### src/hdl/chtwm_pkg.sv
`default_nettype none
package chtwm_pkg;

  localparam int unsigned CrystalW = 11;
  localparam int unsigned TimeW    = 16;
  localparam int unsigned EnergyW  = 16;
  localparam int unsigned CountOutW = 7;
  localparam int unsigned CountSat  = 127;

  typedef struct packed {
    logic [CrystalW-1:0] crystal;
    logic [TimeW-1:0]    time_v;
    logic [EnergyW-1:0]  energy;
    logic [EnergyW-1:0]  error_v;
  } hit_t;

  typedef enum logic [3:0] {
    ST_LOAD,
    ST_SORT0,
    ST_KEYRD,
    ST_KEY,
    ST_CMPRD,
    ST_CMP,
    ST_PUT,
    ST_MRD,
    ST_MCHK,
    ST_MACC,
    ST_DIVGO,
    ST_DIV,
    ST_EMIT
  } state_e;

  function automatic logic hit_before(hit_t a, hit_t b);
    logic r;
    if (a.crystal != b.crystal) begin
      r = a.crystal < b.crystal;
    end else begin
      r = a.time_v < b.time_v;
    end
    return r;
  endfunction

endpackage
`default_nettype wire

### src/hdl/chtwm_store.sv
`default_nettype none
module chtwm_store #(
  parameter int unsigned Depth = 64,
  parameter int unsigned AddrW = 6
) (
  input  wire logic             clk_i,
  input  wire logic             we_i,
  input  wire logic [AddrW-1:0] waddr_i,
  input  wire chtwm_pkg::hit_t  wdata_i,
  input  wire logic [AddrW-1:0] raddr_i,
  output chtwm_pkg::hit_t       rdata_o
);
  chtwm_pkg::hit_t mem_q [Depth];
  chtwm_pkg::hit_t rdata_q;

  // one write and one registered read per cycle
  always_ff @(posedge clk_i) begin
    if (we_i) mem_q[waddr_i] <= wdata_i;
    rdata_q <= mem_q[raddr_i];
  end

  assign rdata_o = rdata_q;
endmodule
`default_nettype wire

### config.mk
export PLATFORM = sky130hd
export DESIGN_NAME = chtwm_store
export DESIGN_NICKNAME = d
export VERILOG_FILES = /design/src/hdl/chtwm_pkg.sv /design/src/hdl/chtwm_store.sv
export SDC_FILE = /design/constraint.sdc
export NUM_CORES = 2
export LEC_CHECK = 0
export BUFFER_PORTS_ARGS = -buffer_cell sky130_fd_sc_hd__buf_4
export CAP_MARGIN = 20
export CORE_ASPECT_RATIO = 0.5
export CORE_UTILIZATION = 30
export DETAILED_ROUTE_END_ITERATION = 16
export HOLD_SLACK_MARGIN = 0.12
export SETUP_SLACK_MARGIN = 0.05
export SYNTH_ARGS = -nofsm -noshare
export SYNTH_HDL_FRONTEND = slang
export SYNTH_SLANG_ARGS = --single-unit
### constraint.sdc
create_clock -name clk_i -period 7.6 [get_ports clk_i]
set_clock_uncertainty 0.05 [all_clocks]
set_input_delay 0 -clock clk_i [delete_from_list [all_inputs] [get_ports clk_i]]
set_output_delay 0 -clock clk_i [all_outputs]
set_load 0.02 [all_outputs]
==> out/qor.txt <==
Ys async rst share: 0%
Overall global routing resource usage: 16.4%
CTS H-tree lvls: 5
Relative slew slack: 18.9%
Port Buf Inserts: 131
Share of the synthesized area in the top cell type: 78.5%
Largest net degree at the start of global routing: 112
DRT iter0 DRCs: 9398
Leak pwr: 0.0512 µW
Clk_lat worst skew: 0.91 ns
Status: complete, no violations
RSZ-0062 raised after global routing: false
Post-Syn Area: 144000 µm²
Post-layout min period: 3.83 ns
Reg clk slew, reported paths: 0.06 ns
Fillers: 43.7k
Synth unique cells: 32
CP endpoint kind: flop
Die Wd: 983 µm
Area grow syn2layout: 15.5%
CTS Sinks: 3835
Metal3 WL: 35300 µm
Critical path fanouts, max: 29
Setup Total Neg Slack: 0 ns
Chip height: 493 µm
Post-synth EDFFs: 3776
Hold path startpoint: wdata_i[17]
Worst Setup SP: waddr_i[3]
Worst path depth: 8
Placed Cells incl. Taps: 12.5k
Cell Pwr Density: 261 nW/µm²
Routed length on met1: 164000 µm
Fin. Hold Viols: 0
Final Util: 35.0%
Fin crit share: 50.4%
First-pass GRT wire length: 564000 µm
Post-DP HPWL: 208000 µm
Num CTS Buffers: 376
Worst reg-to-reg setup slack: 5.19 ns
Top FF cell, synth: edfxtp_1
Most used cell, CP: buf_4
CTS resizes: 0
Crit path max-delay cell type: buf_4
Worst-Margin Slew: 1.22 ns
Crit-path cells: dlygate4sd3_1 > buf_4 > nor2b_1 > dlygate4sd3_1 > nand4_1 > nor2_4 > buf_4 > buf_4
Net count after synthesis: 6203
Max Freq: 261 MHz
DIE AREA: 484000 µm²
Power Total: 43600 µW
Total number of vias: 70.8k
WL final: 409000 µm
Syn avg cell area: 23.6 µm²
Final nets: 6658
RR Endpoint: rdata_o[55]
Worst path bufs/invs: 5
Overflow after GRT: 0
Top post-synthesis cells by area: edfxtp_1 (78%), mux4_2 (15%), mux2i_1 (1.8%)
Share of cells above drive strength 1: 27.0%
Startpoint class of the critical path: input port
Critical path class: input port to flop
Root buffer cell: clkbuf_16
Max cap viols: 0
#FFs+latches synth: 3835
Syn Inst Count: 6130
WHS: 0.152 ns
Area leader, netlist: edfxtp_1
# setup viols final: 0
Setup crit end: mem_q[53][5]
Max Slew Vio Count: 0
CTS tree: yes
Peak VDD IR: 182 µV
Via density: 5.32
Seq/Total Area, Yosys: 79.3%
Std-Cell Rows: 179
Post-DR wirelength/cell: 30.7 µm
Worst path top cell family by delay: buffers and inverters
Req. time, crit path: 8.02 ns
WP data arrival: 4.25 ns
Drt drc: 0
Routed Antenna Nets: 0
Non-filler cells, final: 13.3k
R2R depth: 5
First-pass DRT Iterations: 6
Core area: 477000 µm²
Routed wl met2: 196000 µm
Antenna violations before repair: 21
Worst hold path type: input port to flop
Worst r2r src: mem_q[59][55]
Synth warnings: 0
Io pins: 132
Final GP Congestion: 0.760
Initial Util: 30.3%
Worst path max stage delay: 0.87 ns
Clk buf depth: 4
Highest metal used: met5
Vias in the first global route: 69.6k
-- worst reg2reg max path: cells and delay by family, from the launching register on --
kind / cells / cell delay, ns
and+or+nand+nor: 1 / 0.08
AOI/OAI and AO/OA: 1 / 0.25
buffers and inverters: 1 / 0.56
muxes: 2 / 0.97
DFF: 1 / 0.38
-- power by group --
part / internal, µW / leakage [µW] / switching, µW / total [µW]
combinational: 815 / 0.0110 / 1330 / 2140
clock: 10200 / 0.00572 / 7830 / 18000
sequential: 23400 / 0.0345 / 98.1 / 23500
-- cell usage after synthesis, types with 42 or more instances --
cell type / instances
a21oi_1: 108
buf_2: 109
o221ai_1: 45
o22ai_1: 138
nor2_1: 207
mux2i_1: 262
nand2_1: 42
edfxtp_1: 3776
clkbuf_1: 152
mux4_2: 948
dfxtp_1: 59
buf_1: 42
-- final cells by class --
type / instances / area [µm²] / share of cell area [%]
tap: 6425 / 8040 / 4.82
clock inverter: 183 / 1440 / 0.861
sequential: 3835 / 115000 / 68.6
clock buffer: 494 / 10200 / 6.13
multi-input combinational: 1950 / 28800 / 17.3
antenna: 5 / 12.5 / 0.00750
timing repair buffer: 422 / 3820 / 2.29
-- cells in the final DEF (no fill, tap or decap), types with 31 or more instances in the layout --
master            n
a21oi_1         108
a221oi_1         34
a22o_1           31
a311oi_1         31
buf_4           287
clkbuf_1         91
clkbuf_16       385
clkinv_1         78
clkinv_2         65
dfxtp_1          59
dlygate4sd3_1   105
edfxtp_1       3776
mux2i_1         262
mux4_2          948
nand2_1          39
nor2_1          144
nor2_4           63
o221ai_1         45
o22ai_1         138
-- worst min path at each step --
| stage | end | slack (ns) | depth (start not counted) |
|---|---|---|---|
| after global routing | mem_q[36][53] | 0.16 | 2 |
| after floorplan | mem_q[0][0] | 0.05 | 0 |
| after CTS | mem_q[26][37] | 0.12 | 2 |
| after global placement | rdata_o[36] | 0.36 | 1 |
| after detailed placement | rdata_o[36] | 0.37 | 1 |
| final | mem_q[17][17] | 0.15 | 2 |
-- per-layer routing --
| layer | GRT usage [%] | vias to the layer above |
|---|---|---|
| li1 | - | 27300 |
| met1 | 22.6 | 39100 |
| met2 | 26.8 | 3658 |
| met3 | 2.63 | 726 |
| met4 | 4.94 | 10 |
| met5 | 0 | - |
-- state kept, by name (all words and copies together) (netlist names) --
name / flops
mem_q: 3776
rdata_o: 59
-- logic make-up after synthesis --
| group | Yosys count | synth area share (%) |
|---|---|---|
| compound gates | 414 | 1.97 |
| mux | 1214 | 16.6 |
| simple gates | 322 | 0.971 |
| buf+inv | 345 | 1.13 |
| flops | 3835 | 79.3 |
-- through the flow --
step	worst slack, ns	area (µm²)
final	3.77	167000
after global routing	3.62	167000
after CTS	3.77	167000
after detailed placement	3.57	154000
after global placement	3.57	154000
after floorplan	2.49	144000
-- what timing repair did --
action	in CTS	in global routing
hold buffers	107	0
buffers inserted	0	0
hold endpoints to repair	4085	0
No activity file was read; power rests on OpenSTA's default activity.
