**src/hdl/chtwm_div.sv**
```systemverilog
`default_nettype none
module chtwm_div #(
  parameter int unsigned DataW = 38,
  parameter int unsigned DivW  = 7
) (
  input  wire logic             clk_i,
  input  wire logic             rst_ni,
  input  wire logic             start_i,
  input  wire logic [DataW-1:0] dividend_i,
  input  wire logic [DivW-1:0]  divisor_i,
  output logic                  done_o,
  output logic [DataW-1:0]      quotient_o
);
  localparam int unsigned CntW = $clog2(DataW + 1);

  logic [DivW:0]    rem_q;
  logic [DataW-1:0] quo_q;
  logic [DivW-1:0]  div_q;
  logic [CntW-1:0]  cnt_q;
  logic             busy_q;
  logic             done_q;
  logic [DivW:0]    shifted;
  logic             fits;

  assign shifted = {rem_q[DivW-1:0], quo_q[DataW-1]};
  assign fits    = shifted >= {1'b0, div_q};

  always_ff @(posedge clk_i or negedge rst_ni) begin
    if (!rst_ni) begin
      busy_q <= 1'b0;
      done_q <= 1'b0;
      cnt_q  <= '0;
    end else begin
      done_q <= 1'b0;
      if (start_i) begin
        busy_q <= 1'b1;
        cnt_q  <= CntW'(DataW);
      end else if (busy_q) begin
        cnt_q <= cnt_q - 1'b1;
        if (cnt_q == CntW'(1)) begin
          busy_q <= 1'b0;
          done_q <= 1'b1;
        end
      end
    end
  end

  // one quotient bit per cycle, restoring
  always_ff @(posedge clk_i) begin
    if (start_i) begin
      quo_q <= dividend_i;
      rem_q <= '0;
      div_q <= divisor_i;
    end else if (busy_q) begin
      quo_q <= {quo_q[DataW-2:0], fits};
      rem_q <= fits ? (shifted - {1'b0, div_q}) : shifted;
    end
  end

  assign done_o     = done_q;
  assign quotient_o = quo_q;
endmodule
`default_nettype wire

```
**config.mk**
```make
export PLATFORM = sky130hd
export DESIGN_NAME = chtwm_div
export DESIGN_NICKNAME = d
export VERILOG_FILES = /design/src/hdl/chtwm_div.sv
export SDC_FILE = /design/constraint.sdc
export NUM_CORES = 1
export LEC_CHECK = 0
export ABC_AREA = 1
export BUFFER_PORTS_ARGS = -buffer_cell sky130_fd_sc_hd__buf_2
export CAP_MARGIN = 15
export CORE_ASPECT_RATIO = 1.1
export CORE_MARGIN = 5
export CORE_UTILIZATION = 49
export DETAILED_ROUTE_END_ITERATION = 7
export PLACE_DENSITY_LB_ADDON = 0.2
export SLEW_MARGIN = 20
export SYNTH_ARGS = -nofsm -noshare
export SYNTH_HDL_FRONTEND = slang
export SYNTH_SLANG_ARGS = --single-unit
```
**constraint.sdc**
```tcl
create_clock -name clk_i -period 3.4 [get_ports clk_i]
set_input_delay 0.34 -clock clk_i [delete_from_list [all_inputs] [get_ports clk_i]]
set_output_delay 0.34 -clock clk_i [all_outputs]
set_load 0.02 [all_outputs]
```
==> reports/summary.json <==
{
  "antenna_cells": {"value": 0},
  "cts.path.max_buffers": {"value": 2},
  "layout.cells.non_filler": {"value": 500},
  "cp_cell_sequence": {"value": "inv_1 > ha_1 > fa_1 > inv_1 > nand2_1 > nand2_2 > nand2_1 > nand2_1 > nand2_2 > a31oi_1"},
  "synth_top_area_cell": {"value": "sky130_fd_sc_hd__edfxtp_1"},
  "worst-endpoint-arrival": {"value": 2.09, "unit": "ns"},
  "die_h": {"value": 91.6, "unit": "µm"},
  "crit_path_max_incr_delay": {"value": 0.41, "unit": "ns"},
  "chipWidth": {"value": 84.2, "unit": "µm"},
  "synth_cells": {"value": 327},
  "final_min_period_over_clock_period": {"value": 0.561},
  "detail-route-antenna-nets": {"value": 0},
  "post_synth_edffs": {"value": 45},
  "worst_slew_pin_slew": {"value": 0.682, "unit": "ns"},
  "nNetsFinal": {"value": 476},
  "power.combinational.fraction": {"value": 0.326},
  "start_kind": {"value": "flop"},
  "dp_hpwl": {"value": 4840, "unit": "µm"},
  "powerDensity": {"value": 615, "unit": "nW/µm²"},
  "total_switching_power": {"value": 0.784, "unit": "mW"},
  "totalWireLength": {"value": 6730, "unit": "µm"},
  "drt_iter0_drcs": {"value": 198},
  "synth-xor-area-share": {"value": 0.00590},
  "final-max-slew-violation-count": {"value": 0},
  "clk_latency": {"value": 0.34, "unit": "ns"},
  "dr.pass1.iters": {"value": 4},
  "crit_top_cell": {"value": "sky130_fd_sc_hd__nand2_1"},
  "rrSetupSlack": {"value": 1.49, "unit": "ns"},
  "post_synth_adder_cell_area": {"value": 0.0447},
  "clock_power_share": {"value": 0.245},
  "grt.met2_usage": {"value": 0.307},
  "synth.avg_cell_area": {"value": 9.08, "unit": "µm²"},
  "first_global_vias": {"value": 2464},
  "internal_power": {"value": 1.45, "unit": "mW"},
  "clk_pin_slew": {"value": 0.07, "unit": "ns"},
  "dominantRegCellSynth": {"value": "sky130_fd_sc_hd__edfxtp_1"},
  "filler_cell_count": {"value": 543},
  "yosys.cell_count.top_type": {"value": "sky130_fd_sc_hd__nand2_1"},
  "timing.setup.critical_path_class": {"value": "reg -> reg"},
  "ys_ff_latch": {"value": 60},
  "clock_sink_count": {"value": 60},
  "grt_max_degree": {"value": 49},
  "pin_count": {"value": 87},
  "routed-via-count": {"value": 2384},
  "synth.top_cells.by_count": {"value": "155 x sky130_fd_sc_hd__nand2_1, 45 x sky130_fd_sc_hd__edfxtp_1, 28 x sky130_fd_sc_hd__inv_1, 16 x sky130_fd_sc_hd__nand3_1, 9 x sky130_fd_sc_hd__ha_1"},
  "design.die.area": {"value": 7720, "unit": "µm²"},
  "timing.critical_path.slowest_stage_cell": {"value": "sky130_fd_sc_hd__fa_1"},
  "run_status": {"value": "finished, final reports clean"},
  "asr_flop_ratio_synth": {"value": 0.133},
  "endpoint_of_the_worst_slack_reg_to_reg_timing_path": {"value": "quotient_o[0]"},
  "synth_top_family_by_area": {"value": "simple AND/OR/NAND/NOR gates"},
  "final_layout_size_suffix_gt1_frac": {"value": 0.281},
  "global_route.usage.met3": {"value": 0.0573},
  "final-seq-area": {"value": 1690, "unit": "µm²"},
  "worst_ep_required_time": {"value": 3.58, "unit": "ns"},
  "place_inst": {"value": 483},
  "synth_top_area_frac": {"value": 0.455},
  "area_growth_syn_to_layout": {"value": 22.6, "unit": "%"},
  "reg2regPathDepth": {"value": 10},
  "muxShareOfSynthArea": {"value": 0},
  "maxCapViolations": {"value": 0},
  "synth-simple-area-share": {"value": 0.299},
  "overflow": {"value": 0},
  "grt_pass1_wl": {"value": 11600, "unit": "µm"},
  "total_power": {"value": 2.24, "unit": "mW"},
  "number_of_nets_in_the_synthesized_netlist": {"value": 385},
  "globalRouteMet1Util": {"value": 0.227},
  "postCtsSetupBuffers": {"value": 0},
  "cts_htree_levels": {"value": 3},
  "synth_compound_area_frac": {"value": 0.0265},
  "worst_setup_path_end_kind": {"value": "flop"},
  "timing.final.setup_violations": {"value": 0},
  "clock_skews": {"value": 0.00923, "unit": "ns"},
  "track_usage": {"value": 0.187},
  "fin_crit": {"value": 1.91, "unit": "ns"},
  "synth_area": {"value": 2970, "unit": "µm²"},
  "multiInputGateArea": {"value": 1120, "unit": "µm²"},
  "layout.core_utilization": {"value": 0.623},
  "initial_core_util": {"value": 0.508},
  "post-place-ws": {"value": 1.48, "unit": "ns"},
  "post-route-drc-count": {"value": 0},
  "hold_class": {"value": "in -> reg"},
  "slew-limit-headroom": {"value": 0.545},
  "gp_routability_congestion": {"value": 0.804},
  "crit_path_start": {"value": "quotient_o[37]"},
  "cts.repair.resized": {"value": 0},
  "grt-busiest-layer": {"value": "met2"},
  "share_seq_of_total_power": {"value": 0.428},
  "route.detailed.wl_per_inst": {"value": 13.5, "unit": "µm"},
  "critical_path_sink": {"value": "quotient_o[0]"},
  "synth_top_cells_by_area": {"value": "sky130_fd_sc_hd__edfxtp_1 46%, sky130_fd_sc_hd__nand2_1 20%, sky130_fd_sc_hd__dfrtp_1 6.7%, sky130_fd_sc_hd__dfxtp_1 4.7%, sky130_fd_sc_hd__ha_1 3.8%"},
  "port-buffer-count": {"value": 86},
  "setup_tns": {"value": 0, "unit": "ns"},
  "tritoncts_clock_tree": {"value": "built"},
  "fp-row-count": {"value": 29},
  "achievable-frequency": {"value": 524, "unit": "MHz"},
  "netSwitchingFraction": {"value": 0.350},
  "hold_viol_final": {"value": 0},
  "core": {"value": 5840, "unit": "µm²"},
  "worst_case_setup_margin_in_the_final_layout": {"value": 1.49, "unit": "ns"},
  "post_synth_num_cell_types": {"value": 31},
  "synth_warnings": {"value": 0},
  "leakagePower": {"value": 1.89, "unit": "nW"},
  "rsz0062_at_grt": {"value": "no"},
  "clockRootBuffer": {"value": "sky130_fd_sc_hd__clkbuf_8"},
  "cp_max_fo": {"value": 8},
  "vias_per_cell": {"value": 4.77},
  "peakVddDrop": {"value": 0.000310, "unit": "V"},
  "grt_antenna_before_repair": {"value": 0},
  "synth_sequential_area_ratio": {"value": 0.570},
  "tritoncts.num_buffers": {"value": 9},
  "r2r_start": {"value": "quotient_o[37]"}
}
## power by group through the flow
stage               Sequential [mW]  Combinational (mW)  Clock (mW)
finish                        0.959               0.731       0.549
detailed placement            0.972               0.727           0
global placement              0.972               0.711           0
CTS                           0.960               0.731       0.555
global route                  0.974               0.833       0.596
floorplan                      1.02               0.491           0
## through the flow
| step | area [µm²] | hold slack (ns) |
|---|---|---|
| finish | 3640 | 0.173 |
| global route | 3640 | 0.154 |
| global placement | 3470 | 0.193 |
| CTS | 3640 | 0.159 |
| detailed placement | 3470 | 0.200 |
| floorplan | 2970 | 0.0444 |
## routing by layer
metal	wire, µm	part of all wire	vias up
met1	2950	0.44	1081
met2	3260	0.48	59
li1	-	-	1233
met4	121	0.018	0
met5	0	0	-
met3	390	0.058	11
## registers in the layout (all words and copies together), names as in the netlist
signal / cells
cnt_q: 6
quotient_o: 38
rem_q: 7
div_q: 7
done_o: 1
busy_q: 1
## kinds of logic (layout without fill, tap and decap cells)
| family | after synthesis | in the layout |
|---|---|---|
| buffers and inverters | 40 | 136 |
| adders and majority gates | 10 | 10 |
| xor gates and xnor gates | 2 | 2 |
| AOI/OAI and AO/OA | 12 | 12 |
| and+or+nand+nor | 203 | 203 |
| DFF | 60 | 60 |
## cells in the final DEF (no fill, tap or decap)
cell and n:
sky130_fd_sc_hd__a21oi_1 4, sky130_fd_sc_hd__a21oi_4 1, sky130_fd_sc_hd__a22oi_1 1, sky130_fd_sc_hd__a31oi_1 1
sky130_fd_sc_hd__buf_2 86, sky130_fd_sc_hd__buf_4 2, sky130_fd_sc_hd__clkbuf_1 3, sky130_fd_sc_hd__clkbuf_8 10
sky130_fd_sc_hd__clkinv_2 3, sky130_fd_sc_hd__dfrtp_1 8, sky130_fd_sc_hd__dfxtp_1 7, sky130_fd_sc_hd__dlygate4sd3_1 1
sky130_fd_sc_hd__edfxtp_1 45, sky130_fd_sc_hd__fa_1 1, sky130_fd_sc_hd__ha_1 9, sky130_fd_sc_hd__inv_1 28
sky130_fd_sc_hd__inv_2 3, sky130_fd_sc_hd__nand2_1 155, sky130_fd_sc_hd__nand2_2 4, sky130_fd_sc_hd__nand3_1 16
sky130_fd_sc_hd__nand3_2 3, sky130_fd_sc_hd__nand3_4 1, sky130_fd_sc_hd__nand3b_1 5, sky130_fd_sc_hd__nand4_1 3
sky130_fd_sc_hd__nor2_1 8, sky130_fd_sc_hd__nor2_2 2, sky130_fd_sc_hd__nor2_4 1, sky130_fd_sc_hd__nor2_8 1
sky130_fd_sc_hd__nor3_1 3, sky130_fd_sc_hd__o21ai_0 1, sky130_fd_sc_hd__o21ai_1 3, sky130_fd_sc_hd__o21ai_2 1
sky130_fd_sc_hd__or2_4 1, sky130_fd_sc_hd__xor2_1 2
## repair_timing
action,CTS,global route
hold buffers,1,0
endpoints found under the setup margin,0,0
hold endpoints to repair,8,0
## critical path: cells and delay by family (launching register included)
kind,cells,cell delay [ns]
AOI/OAI and AO/OA,1,0.17
adders and majority gates,2,0.63
DFF,1,0.36
and+or+nand+nor,5,0.44
buffers and inverters,2,0.16
## worst min path at each step
stage	startpoint	to	depth (start not counted)
final	divisor_i[1]	div_q[1]	1
after global routing	divisor_i[0]	div_q[0]	1
after CTS	divisor_i[1]	div_q[1]	1
after detailed placement	rst_ni	cnt_q[4]	1
after global placement	rst_ni	cnt_q[5]	1
after floorplan	rst_ni	busy_q	0
## layout make-up
class                   instances  area share
well taps                      77      0.0265
repair buffers                 89       0.125
multi-input cells             227       0.307
clock inverters                 3     0.00412
inverters                      31      0.0320
flip-flops and latches         60       0.465
clock buffers                  13      0.0409
Note: power is estimated with default switching activity, not from simulation.
